--- src/hw/rtl/hse_pkg.sv ---
// hse_pkg: shared constants and transaction types for heap_sort_engine.
// Used by hse_core and heap_sort_engine; no dependencies.
package hse_pkg;

  localparam int MAX_ITEMS = 64;
  localparam int IDX_W     = $clog2(MAX_ITEMS);
  localparam int CNT_W     = $clog2(MAX_ITEMS + 1);
  localparam int CHILD_W   = IDX_W + 1;

  typedef struct packed {
    logic signed [31:0] value;
    logic               last;
  } in_item_t;

  typedef struct packed {
    logic signed [31:0] sorted_value;
    logic               last_out;
    logic               overflow;
  } out_item_t;

  // store write port used while loading
  typedef struct packed {
    logic               we;
    logic [IDX_W-1:0]   addr;
    logic signed [31:0] data;
  } load_wr_t;

  // sorted element leaving the core
  typedef struct packed {
    logic               valid;
    logic               last;
    logic signed [31:0] value;
  } emit_t;

endpackage

--- src/hw/rtl/hse_core.sv ---
// hse_core: element store plus the heap-build, extract and emit sequencer.
// Depends on hse_pkg. Store is one write port, one registered read port.
module hse_core (
  input  logic                    clk,
  input  logic                    rst,
  input  hse_pkg::load_wr_t       ld,
  input  logic                    go,
  input  logic [hse_pkg::CNT_W-1:0] go_len,
  output hse_pkg::emit_t          emit
);

  typedef enum logic [10:0] {
    S_IDLE    = 11'b00000000001,
    S_BLD_RD  = 11'b00000000010,
    S_BLD_CAP = 11'b00000000100,
    S_SIFT_L  = 11'b00000001000,
    S_SIFT_R  = 11'b00000010000,
    S_SIFT_C  = 11'b00000100000,
    S_SIFT_W  = 11'b00001000000,
    S_NEXT    = 11'b00010000000,
    S_EX_RD0  = 11'b00100000000,
    S_EX_RDK  = 11'b01000000000,
    S_EMIT    = 11'b10000000000
  } state_t;

  state_t                       state;
  logic                         build;
  logic [hse_pkg::CNT_W-1:0]    len;
  logic [hse_pkg::CNT_W-1:0]    hlen;
  logic [hse_pkg::IDX_W-1:0]    k;
  logic [hse_pkg::IDX_W-1:0]    node;
  logic [hse_pkg::IDX_W-1:0]    bidx;
  logic [hse_pkg::IDX_W-1:0]    e;
  logic                         bvalid;
  logic signed [31:0]           cur;
  logic signed [31:0]           best;
  logic signed [31:0]           tmp;
  logic                         emit_v;
  logic                         emit_last;

  logic [31:0]                  mem [hse_pkg::MAX_ITEMS];
  logic signed [31:0]           rdata;
  logic [hse_pkg::IDX_W-1:0]    raddr;
  logic [hse_pkg::IDX_W-1:0]    waddr;
  logic [31:0]                  wdata;
  logic                         we;

  logic [hse_pkg::CHILD_W-1:0]  lc;
  logic [hse_pkg::CHILD_W-1:0]  rc;
  logic [hse_pkg::CHILD_W-1:0]  hlen_c;
  logic                         lc_in;
  logic                         rc_in;
  logic                         e_last;

  assign lc     = {node, 1'b1};
  assign rc     = {node, 1'b0} + hse_pkg::CHILD_W'(2);
  assign hlen_c = hse_pkg::CHILD_W'(hlen);
  assign lc_in  = lc < hlen_c;
  assign rc_in  = rc < hlen_c;
  assign e_last = (hse_pkg::CNT_W'(e) + hse_pkg::CNT_W'(1)) == len;

  always_comb begin
    raddr = '0;
    we    = 1'b0;
    waddr = '0;
    wdata = '0;
    case (state)
      S_IDLE: begin
        we    = ld.we;
        waddr = ld.addr;
        wdata = ld.data;
      end
      S_BLD_RD: raddr = k - hse_pkg::IDX_W'(1);
      S_SIFT_L: begin
        raddr = lc[hse_pkg::IDX_W-1:0];
        if (!lc_in) begin
          we    = 1'b1;
          waddr = node;
          wdata = cur;
        end
      end
      S_SIFT_R: raddr = rc[hse_pkg::IDX_W-1:0];
      S_SIFT_W: begin
        we    = 1'b1;
        waddr = node;
        wdata = bvalid ? best : cur;
      end
      S_EX_RD0: raddr = '0;
      S_EX_RDK: raddr = k;
      S_EMIT:   raddr = e;
      default: begin
        raddr = '0;
      end
    endcase
    // hole at k receives the old root once k itself has been read
    if (state == S_BLD_CAP && !build) begin
      we    = 1'b1;
      waddr = k;
      wdata = tmp;
    end
  end

  always_ff @(posedge clk) begin
    if (we) begin
      mem[waddr] <= wdata;
    end
    rdata <= mem[raddr];
  end

  // S_BLD_CAP doubles as the capture state for extract: cur gets the value
  // read from the sift root (build) or from position k (extract).
  always_ff @(posedge clk) begin
    if (rst) begin
      state     <= S_IDLE;
      build     <= 1'b0;
      len       <= '0;
      hlen      <= '0;
      k         <= '0;
      node      <= '0;
      e         <= '0;
      bvalid    <= 1'b0;
      emit_v    <= 1'b0;
      emit_last <= 1'b0;
    end else begin
      emit_v <= (state == S_EMIT);
      case (state)
        S_IDLE: begin
          if (go) begin
            len <= go_len;
            e   <= '0;
            if (go_len < hse_pkg::CNT_W'(2)) begin
              state <= S_EMIT;
            end else begin
              build <= 1'b1;
              k     <= go_len[hse_pkg::CNT_W-1:1];
              hlen  <= go_len;
              state <= S_BLD_RD;
            end
          end
        end
        S_BLD_RD: begin
          node  <= k - hse_pkg::IDX_W'(1);
          state <= S_BLD_CAP;
        end
        S_BLD_CAP: begin
          cur   <= rdata;
          state <= S_SIFT_L;
          if (!build) begin
            node <= '0;
            hlen <= hse_pkg::CNT_W'(k);
          end
        end
        S_SIFT_L: begin
          state <= lc_in ? S_SIFT_R : S_NEXT;
        end
        S_SIFT_R: begin
          if (rdata > cur) begin
            best   <= rdata;
            bidx   <= lc[hse_pkg::IDX_W-1:0];
            bvalid <= 1'b1;
          end else begin
            best   <= cur;
            bvalid <= 1'b0;
          end
          state <= rc_in ? S_SIFT_C : S_SIFT_W;
        end
        S_SIFT_C: begin
          if (rdata > best) begin
            best   <= rdata;
            bidx   <= rc[hse_pkg::IDX_W-1:0];
            bvalid <= 1'b1;
          end
          state <= S_SIFT_W;
        end
        S_SIFT_W: begin
          if (bvalid) begin
            node  <= bidx;
            state <= S_SIFT_L;
          end else begin
            state <= S_NEXT;
          end
        end
        S_NEXT: begin
          if (build) begin
            if (k > hse_pkg::IDX_W'(1)) begin
              k     <= k - hse_pkg::IDX_W'(1);
              state <= S_BLD_RD;
            end else begin
              build <= 1'b0;
              k     <= hse_pkg::IDX_W'(len - hse_pkg::CNT_W'(1));
              state <= S_EX_RD0;
            end
          end else if (k > hse_pkg::IDX_W'(1)) begin
            k     <= k - hse_pkg::IDX_W'(1);
            state <= S_EX_RD0;
          end else begin
            e     <= '0;
            state <= S_EMIT;
          end
        end
        S_EX_RD0: state <= S_EX_RDK;
        S_EX_RDK: begin
          tmp   <= rdata;
          state <= S_BLD_CAP;
        end
        S_EMIT: begin
          emit_last <= e_last;
          if (e_last) begin
            state <= S_IDLE;
          end else begin
            e <= e + hse_pkg::IDX_W'(1);
          end
        end
        default: state <= S_IDLE;
      endcase
    end
  end

  assign emit.valid = emit_v;
  assign emit.last  = emit_last;
  assign emit.value = rdata;

`ifndef NO_ASSERTIONS
  a_emit_follows_read: assert property (@(posedge clk) disable iff (rst)
    emit_v |-> $past(state == S_EMIT))
    else $error("emit strobe without a read in the emit state");

  a_load_only_idle: assert property (@(posedge clk) disable iff (rst)
    ld.we |-> state == S_IDLE)
    else $error("load write while sorting");

  a_heap_in_run: assert property (@(posedge clk) disable iff (rst)
    (state != S_IDLE && state != S_EMIT) |-> (hlen <= len && len >= hse_pkg::CNT_W'(2)))
    else $error("heap size outside the run");

  a_go_leaves_idle: assert property (@(posedge clk) disable iff (rst)
    (go && state == S_IDLE) |=> state != S_IDLE)
    else $error("start of sort lost");
`endif

endmodule

--- src/hw/rtl/heap_sort_engine.sv ---
// heap_sort_engine: top level; loads elements, tracks count and overflow,
// hands the run to hse_core and returns the sorted transactions.
// Depends on hse_pkg and hse_core.
//
//   channel  ports                    handshake
//   input    item (in_item_t)         accepted when start && !busy
//   output   result (out_item_t)      valid for one cycle while strobe is high
//
// Elements load one per cycle while busy is low; a non-last element returns nothing.
// After the last element the store is heap-sorted: each sift-down level reads
// the children on the single read port and writes the node back; then the
// N results of a run of N elements follow, one per cycle.
// busy stays high from the last element until its final result is strobed.
// Reset clears the count, overflow and sequencer; store contents are kept.
// The receiver cannot stall: results leave at one per cycle.
module heap_sort_engine (
  input  logic                clk,
  input  logic                rst,
  input  logic                start,
  input  hse_pkg::in_item_t   item,
  output logic                busy,
  output logic                strobe,
  output hse_pkg::out_item_t  result
);

  logic [hse_pkg::CNT_W-1:0] count;
  logic                      ovf_seen;
  logic                      run_ovf;
  logic                      busy_r;
  logic                      accept;
  logic                      room;
  logic                      go;
  logic [hse_pkg::CNT_W-1:0] go_len;
  hse_pkg::load_wr_t         ld;
  hse_pkg::emit_t            emit;

  assign accept = start & ~busy_r;
  assign room   = count < hse_pkg::CNT_W'(hse_pkg::MAX_ITEMS);
  assign go     = accept & item.last;
  assign go_len = room ? count + hse_pkg::CNT_W'(1) : count;

  assign ld.we   = accept & room;
  assign ld.addr = count[hse_pkg::IDX_W-1:0];
  assign ld.data = item.value;

  always_ff @(posedge clk) begin
    if (rst) begin
      count    <= '0;
      ovf_seen <= 1'b0;
      run_ovf  <= 1'b0;
      busy_r   <= 1'b0;
    end else begin
      if (go) begin
        count    <= '0;
        ovf_seen <= 1'b0;
        run_ovf  <= ovf_seen | ~room;
        busy_r   <= 1'b1;
      end else if (accept) begin
        if (room) begin
          count <= count + hse_pkg::CNT_W'(1);
        end else begin
          ovf_seen <= 1'b1;
        end
      end else if (emit.valid && emit.last) begin
        busy_r <= 1'b0;
      end
    end
  end

  hse_core u_core (
    .clk    (clk),
    .rst    (rst),
    .ld     (ld),
    .go     (go),
    .go_len (go_len),
    .emit   (emit)
  );

  assign busy                = busy_r;
  assign strobe              = emit.valid;
  assign result.sorted_value = emit.value;
  assign result.last_out     = emit.last;
  assign result.overflow     = run_ovf;

endmodule

--- config.mk ---
export PLATFORM = sky130hd
export DESIGN_NAME = heap_sort_engine
export DESIGN_NICKNAME = d
export VERILOG_FILES = /design/src/hw/rtl/hse_pkg.sv /design/src/hw/rtl/hse_core.sv /design/src/hw/rtl/heap_sort_engine.sv
export SDC_FILE = /design/constraint.sdc
export NUM_CORES = 2
export LEC_CHECK = 0
export ABC_AREA = 1
export BUFFER_PORTS_ARGS = -buffer_cell sky130_fd_sc_hd__clkbuf_2
export CAP_MARGIN = 5
export CORE_UTILIZATION = 45
export CTS_BUF_LIST = sky130_fd_sc_hd__clkbuf_8
export CTS_CLUSTER_DIAMETER = 80
export CTS_CLUSTER_SIZE = 12
export DETAILED_ROUTE_END_ITERATION = 8
export HOLD_SLACK_MARGIN = 0.02
export PLACE_DENSITY = 0.68
export SYNTH_ARGS = -nofsm -noshare
export SYNTH_HDL_FRONTEND = slang
export SYNTH_SLANG_ARGS = --single-unit
--- constraint.sdc ---
create_clock -name clk -period 5.4 [get_ports clk]
set_clock_uncertainty 0.15 [all_clocks]
set_input_delay 0.27 -clock clk [delete_from_list [all_inputs] [get_ports clk]]
set_output_delay 0.27 -clock clk [all_outputs]
set_load 0.01 [all_outputs]
**Word level (Yosys, flattened, before mapping)**

Memory sizes are Yosys's and may differ from the RTL's. A register that Yosys moved wholly into a read port is not among the register bits.
Cells that the tools add are included.

- Input port bits: 36
- Flip-flop bits (word level): 159
- Word-level logic and storage cells: 147
- Output and inout port bits: 36
- Memories: 1
- Bits in latches: 0
- Bits in writable memories: 2048
- Bits in read-only memories: 0

Memories:

| memory | depth | width | read ports | clocked after Yosys merged registers in | wr ports | RTL line | text |
|---|---|---|---|---|---|---|---|
| u_core.mem | 64 | 32 | 1 | 1 | 1 | hse_core.sv:41 | `logic [31:0] mem [hse_pkg::MAX_ITEMS];` |

- Eq/ne operators: 24
- Bitwise gates (word level): 7
- Multipliers: 0
- Reductions and logical operators: 25
- $lt $le $gt $ge: 7
- Divide/modulo/power cells: 0
- Mux-type cells: 59
- $add $sub $neg: 6
- Shift operators: 0

Operators by type and width:

| operator | number |
|---|---|
| 32-bit 2-to-1 mux | 5 |
| 11-bit case mux with 10 select lines | 1 |
| 32-bit case mux with 3 select lines | 1 |
| 6-bit 2-to-1 mux | 15 |
| 32-bit greater-than comparator | 2 |
| 32-bit case mux with 2 select lines | 1 |
| 11-bit 2-to-1 mux | 5 |
| 6-bit case mux with 3 select lines | 3 |
| 7-bit 2-to-1 mux | 5 |
| 6-bit case mux with 5 select lines | 1 |
| 6-bit case mux with 2 select lines | 2 |
| 8-bit 2-to-1 mux | 2 |
| 7-bit < comparator | 2 |
| 7-bit case mux with 2 select lines | 1 |
| 2-bit AND reduction | 7 |
| 1-bit 2-to-1 mux | 13 |
| 2-bit != test, second input constant | 6 |
| 4-bit AND reduction | 3 |
| 6-bit by 1-bit subtractor with 6-bit output, second input constant | 2 |
| 11-bit by 1-bit equality test with 1-bit output, second input constant | 1 |
| 11-bit by 10-bit equality test with 1-bit output, second input constant | 1 |
| 11-bit equality test, second input constant | 1 |
| 11-bit by 2-bit equality test with 1-bit output, second input constant | 1 |
| 11-bit by 3-bit equality test with 1-bit output, second input constant | 1 |
| other kinds (29) | 46 |

**Logic depth before layout (Yosys ltp)**

- Word-level depth: 7
- Depth in mapped cells: 19
- Mapped depth without buffers: 18

**By module**

Synthesis repeated with hierarchy kept, for this count alone.

- Cell total of the unflattened synthesis: 9782
- Area, all modules: 99919.6 um^2

Modules (own cells, without submodules):

| module | times used | cells an instance | area an instance (um^2) | sequential area each (um^2) |
|---|---|---|---|---|
| hse_core | 1 | 9692 | 99344.0 | 66143.4 |
| heap_sort_engine | 1 | 90 | 575.6 | 200.2 |

**Least setup slack after synthesis**

OpenSTA, ideal clock, no wires.

- Kind: flip-flop to flip-flop
- Start: register u_core.state[10]
- End: memory u_core.mem[0][22], data pin
- Clock period less this slack: 3923 ps
- Buffers on the path: 1
- Data required time: 4696 ps
- Path slack: 1477 ps
- Data arrival time: 3219 ps
- Stages on the path, launching flop included: 9
- Path through: dfxtp_1 > nor2_2 > nand2_2 > nor2_2 > nand2_1 > nor2_1 > inv_1 > clkbuf_1 > o2111ai_1

- Longest elaborated chain between the ends: 3

Ends and longest elaborated chain:

| what | RTL line | text |
|---|---|---|
| from (decl) | hse_core.sv:26 | `state_t state;` |
| from (signal assigned) | hse_core.sv:154 | `state <= lc_in ? S_SIFT_R : S_NEXT;` |
| from (signal assigned) | hse_core.sv:165 | `state <= rc_in ? S_SIFT_C : S_SIFT_W;` |
| 11-bit by 7-bit equality test with 1-bit output, or another cell as far along | hse_core.sv:67 | `case (state)` |
| 32-bit case mux with 3 select lines / 1-bit logical AND (equally long branches) | hse_core.sv:67, hse_core.sv:96 |  |
| 32-bit 2-to-1 mux (*) | hse_core.sv:96 | `if (state == S_BLD_CAP && !build) begin` |
| named net u_core.wdata[22] | hse_core.sv:45 | `logic [31:0] wdata;` |
| to (decl) | hse_core.sv:41 |  |

The timed path passes the listed nets; every way through them passes the cells marked *.

**Worst setup path after layout**

- Start: register u_core.hlen[6] in the netlist's numbering
- End: memory u_core.mem[39][16], enable pin

- Longest elaborated chain between the ends: 6

Ends and longest elaborated chain:

| what | RTL line | text |
|---|---|---|
| from (decl) | hse_core.sv:29 | `logic [hse_pkg::CNT_W-1:0] hlen;` |
| from (signal assigned) | hse_core.sv:136 | `hlen <= go_len;` |
| from (signal assigned) | hse_core.sv:150 | `hlen <= hse_pkg::CNT_W'(k);` |
| 7-bit < comparator (*) | hse_core.sv:58 | `assign lc_in = lc < hlen_c;` |
| 1-bit 2-to-1 mux | hse_core.sv:76 | `if (!lc_in) begin` |
| 1-bit case mux with 3 select lines | hse_core.sv:67 |  |
| 1-bit 2-to-1 mux | hse_core.sv:96 |  |
| 1-bit 2-to-1 mux | hse_core.sv:104 | `if (we) begin` |
| 1-bit 2-to-1 mux (implied by the code) | hse_core.sv:105 | `mem[waddr] <= wdata;` |

Every way passes the cells marked *; elsewhere a longest branch is shown, timed or not.

==> out/results.ini <==
[clock_network]
tritoncts=done
clock_path_buffers=3
clock_latency_ps=1000
postCtsSetupRepairBufs=0
h-tree-depth=4
cts.sinks=2239
cts_buffers=205
cts.clk_slew.worst_paths_ps=90
cts_root_buffer=clkbuf_8

[finish]
layout-drive-gt1-share_pct=6.37
final_cell_mix=nand2_1, inv_1, edfxtp_1
fin_nets=9896
final_util_pct=49.2
syn2layout_area_growth_pct=8.73
final_common_cell=nand2_1

[detailed_routing]
detail_route.wirelength_mm=264
wl_per_cell_microns=20.7
vias=67990
drtPass1Iterations=8
ant_nets=0
dr.first_iter.drc_count=8725
via_per_inst=5.34
drcViolationCount=0

[setup_path]
critPathLaunchType=register
cp_max_fo=32
worst-setup-path-type=reg2reg
cp_data_required_time_ps=5860
rrSetupSlack_ps=1080
critPathArrivalTime_ps=4780
critPathCaptureType=register

[sta]
fin_crit_ps=4320
slew-limit-headroom_pct=14.8
setup_tns_ps=0
postLayoutSetupSlackWorst_ps=1080
timing_hold_violations_final=0
tightest_slew_ps=1280
rsz0062_at_grt=no
drv_slew=0
fmax_mhz=232
finalSetupViolCount=0
period_share_pct=79.9

[power]
p_leak_uw=0.0457
ir_worst_vdd_uv=257
power_density_nw_per_um2=380

[placement]
routabilityCongestion=0.970
hpwl_mm=150
port_buffers=71
dp_slack_ps=1290

[global_route]
grt_pass1_vias=64731
grt_use_met1_pct=32.4
grt_overflow=0
grt-busiest-layer=met2
antenna_found_initial=7
grt_start_max_net_pins=129
grt_use_total_pct=23.5
use_met2_pct=37.8
grt_pass1_wl_mm=397
use_met3_pct=3.73

[yosys]
postSynthAreaPerCell_sq_um=10.2
ys.warnings.count=0
synth-async-reset-ratio_pct=0
synth_cell_types=47
ys_seq_area_share_pct=66.8
netlist_area_sq_um=99300
synth-edff-count=2150
synth_flop_cell=edfxtp_1
syn_inst=9748
ys_ff_latch=2239
syn-num-nets=9868

[floorplan]
fp.coreArea_sq_um=220000
die_h_microns=472
ioPinCount=72
row_count=172
die_w_microns=472
dieArea_sq_um=223000
start_util_pct=45.2

[hold_path]
hp-class=in2reg

[job]
maxCapViolations=0

[run_status]
status=finished clean

==> critical path: stages, from the launching register on <==
cell and delay [ps]:
dfxtp_1 350, inv_1 70, ha_1 310, nand2_1 90, nor2_1 90, o21ai_0 80, o211ai_1 150, nand2_1 130
nand2_1 220, a22oi_1 130, o21ai_1 490, inv_1 110, nor2_1 170, nand2_1 480, nor2_4 250, buf_4 570
==> layout make-up <==
cell class | count | area, sq um
fillers | 19204 | 112000
flip-flops and latches | 2239 | 66300
multi-input cells | 4907 | 23800
inverters | 2129 | 8000
well taps | 2871 | 3590
repair buffers | 294 | 2980
clock buffers | 209 | 2880
clock inverters | 76 | 358
diodes | 1 | 2.50
==> where the power goes <==
part	switching [uW]	leakage, uW	internal (uW)
registers	510	0.0203	21800
clock network	5560	0.00188	3520
logic	7300	0.0236	2320
total	13400	0.0457	27600
==> through the flow <==
step	area, sq um	power (uW)	std cells	hold slack [ps]
floorplan	99300	28100	9748	199
global placement	105000	31900	12417	298
detailed placement	105000	32200	12417	310
CTS	108000	41000	12725	23.4
global route	108000	42600	12726	94.9
finish	108000	41000	12726	81.0
==> logic make-up (layout without fill, tap and decap cells) <==
| family | Yosys count | after routing | share of synthesized area, % |
|---|---|---|---|
| DFF | 2239 | 2239 | 66.8 |
| xor gates and xnor gates | 21 | 21 | 0.185 |
| AOI/OAI and AO/OA | 346 | 346 | 2.23 |
| and+or+nand+nor | 4456 | 4456 | 19.5 |
| adders and majority gates | 84 | 84 | 1.06 |
| buffers and inverters | 2602 | 2708 | 10.2 |
| other | 0 | 1 | 0 |
==> per-layer routing <==
metal | vias to the layer above | part of all wire, %
met1 | 32518 | 41
li1 | 31637 | -
met3 | 497 | 9.5
met4 | 0 | 3.2
met2 | 3338 | 46
met5 | - | 0
==> Yosys cell counts, drive strengths merged (16+ instances only) <==
cell type     n  area, sq um
buf         310         1530
xor2         16          140
nand2      2293         8640
a21oi        66          330
clkbuf      163          612
nor3         17         85.1
o21ai       102          514
nand3      1957         9800
edfxtp     2150        64600
o211ai       70          526
inv        2128         7990
ha           84         1050
o21bai       33          248
nor2        157          629
dfxtp        89         1780
o2111ai      25          219
nand4        18          113
==> worst paths after layout <==
path,from,to,cells after the start
min,item[1],u_core.mem[9][0],4
max reg2reg,u_core.hlen[6],u_core.mem[39][16],15
min reg2reg,u_core.hlen[6],u_core.hlen[6],2
max,u_core.hlen[6],u_core.mem[39][16],15
==> state kept, by name, summed over array words and instances (netlist names), 7 cells and up <==
name,count
u_core.rdata,32
u_core.tmp,32
u_core.mem,2048
count,7
u_core.state,11
u_core.best,32
u_core.len,7
u_core.hlen,7
u_core.cur,32
==> repair_timing <==
item                                   CTS  global route
hold buffers                            23             0
gates resized for setup                  0             0
endpoints found under the hold margin  547             0
No activity file was read; power rests on OpenSTA's default activity.
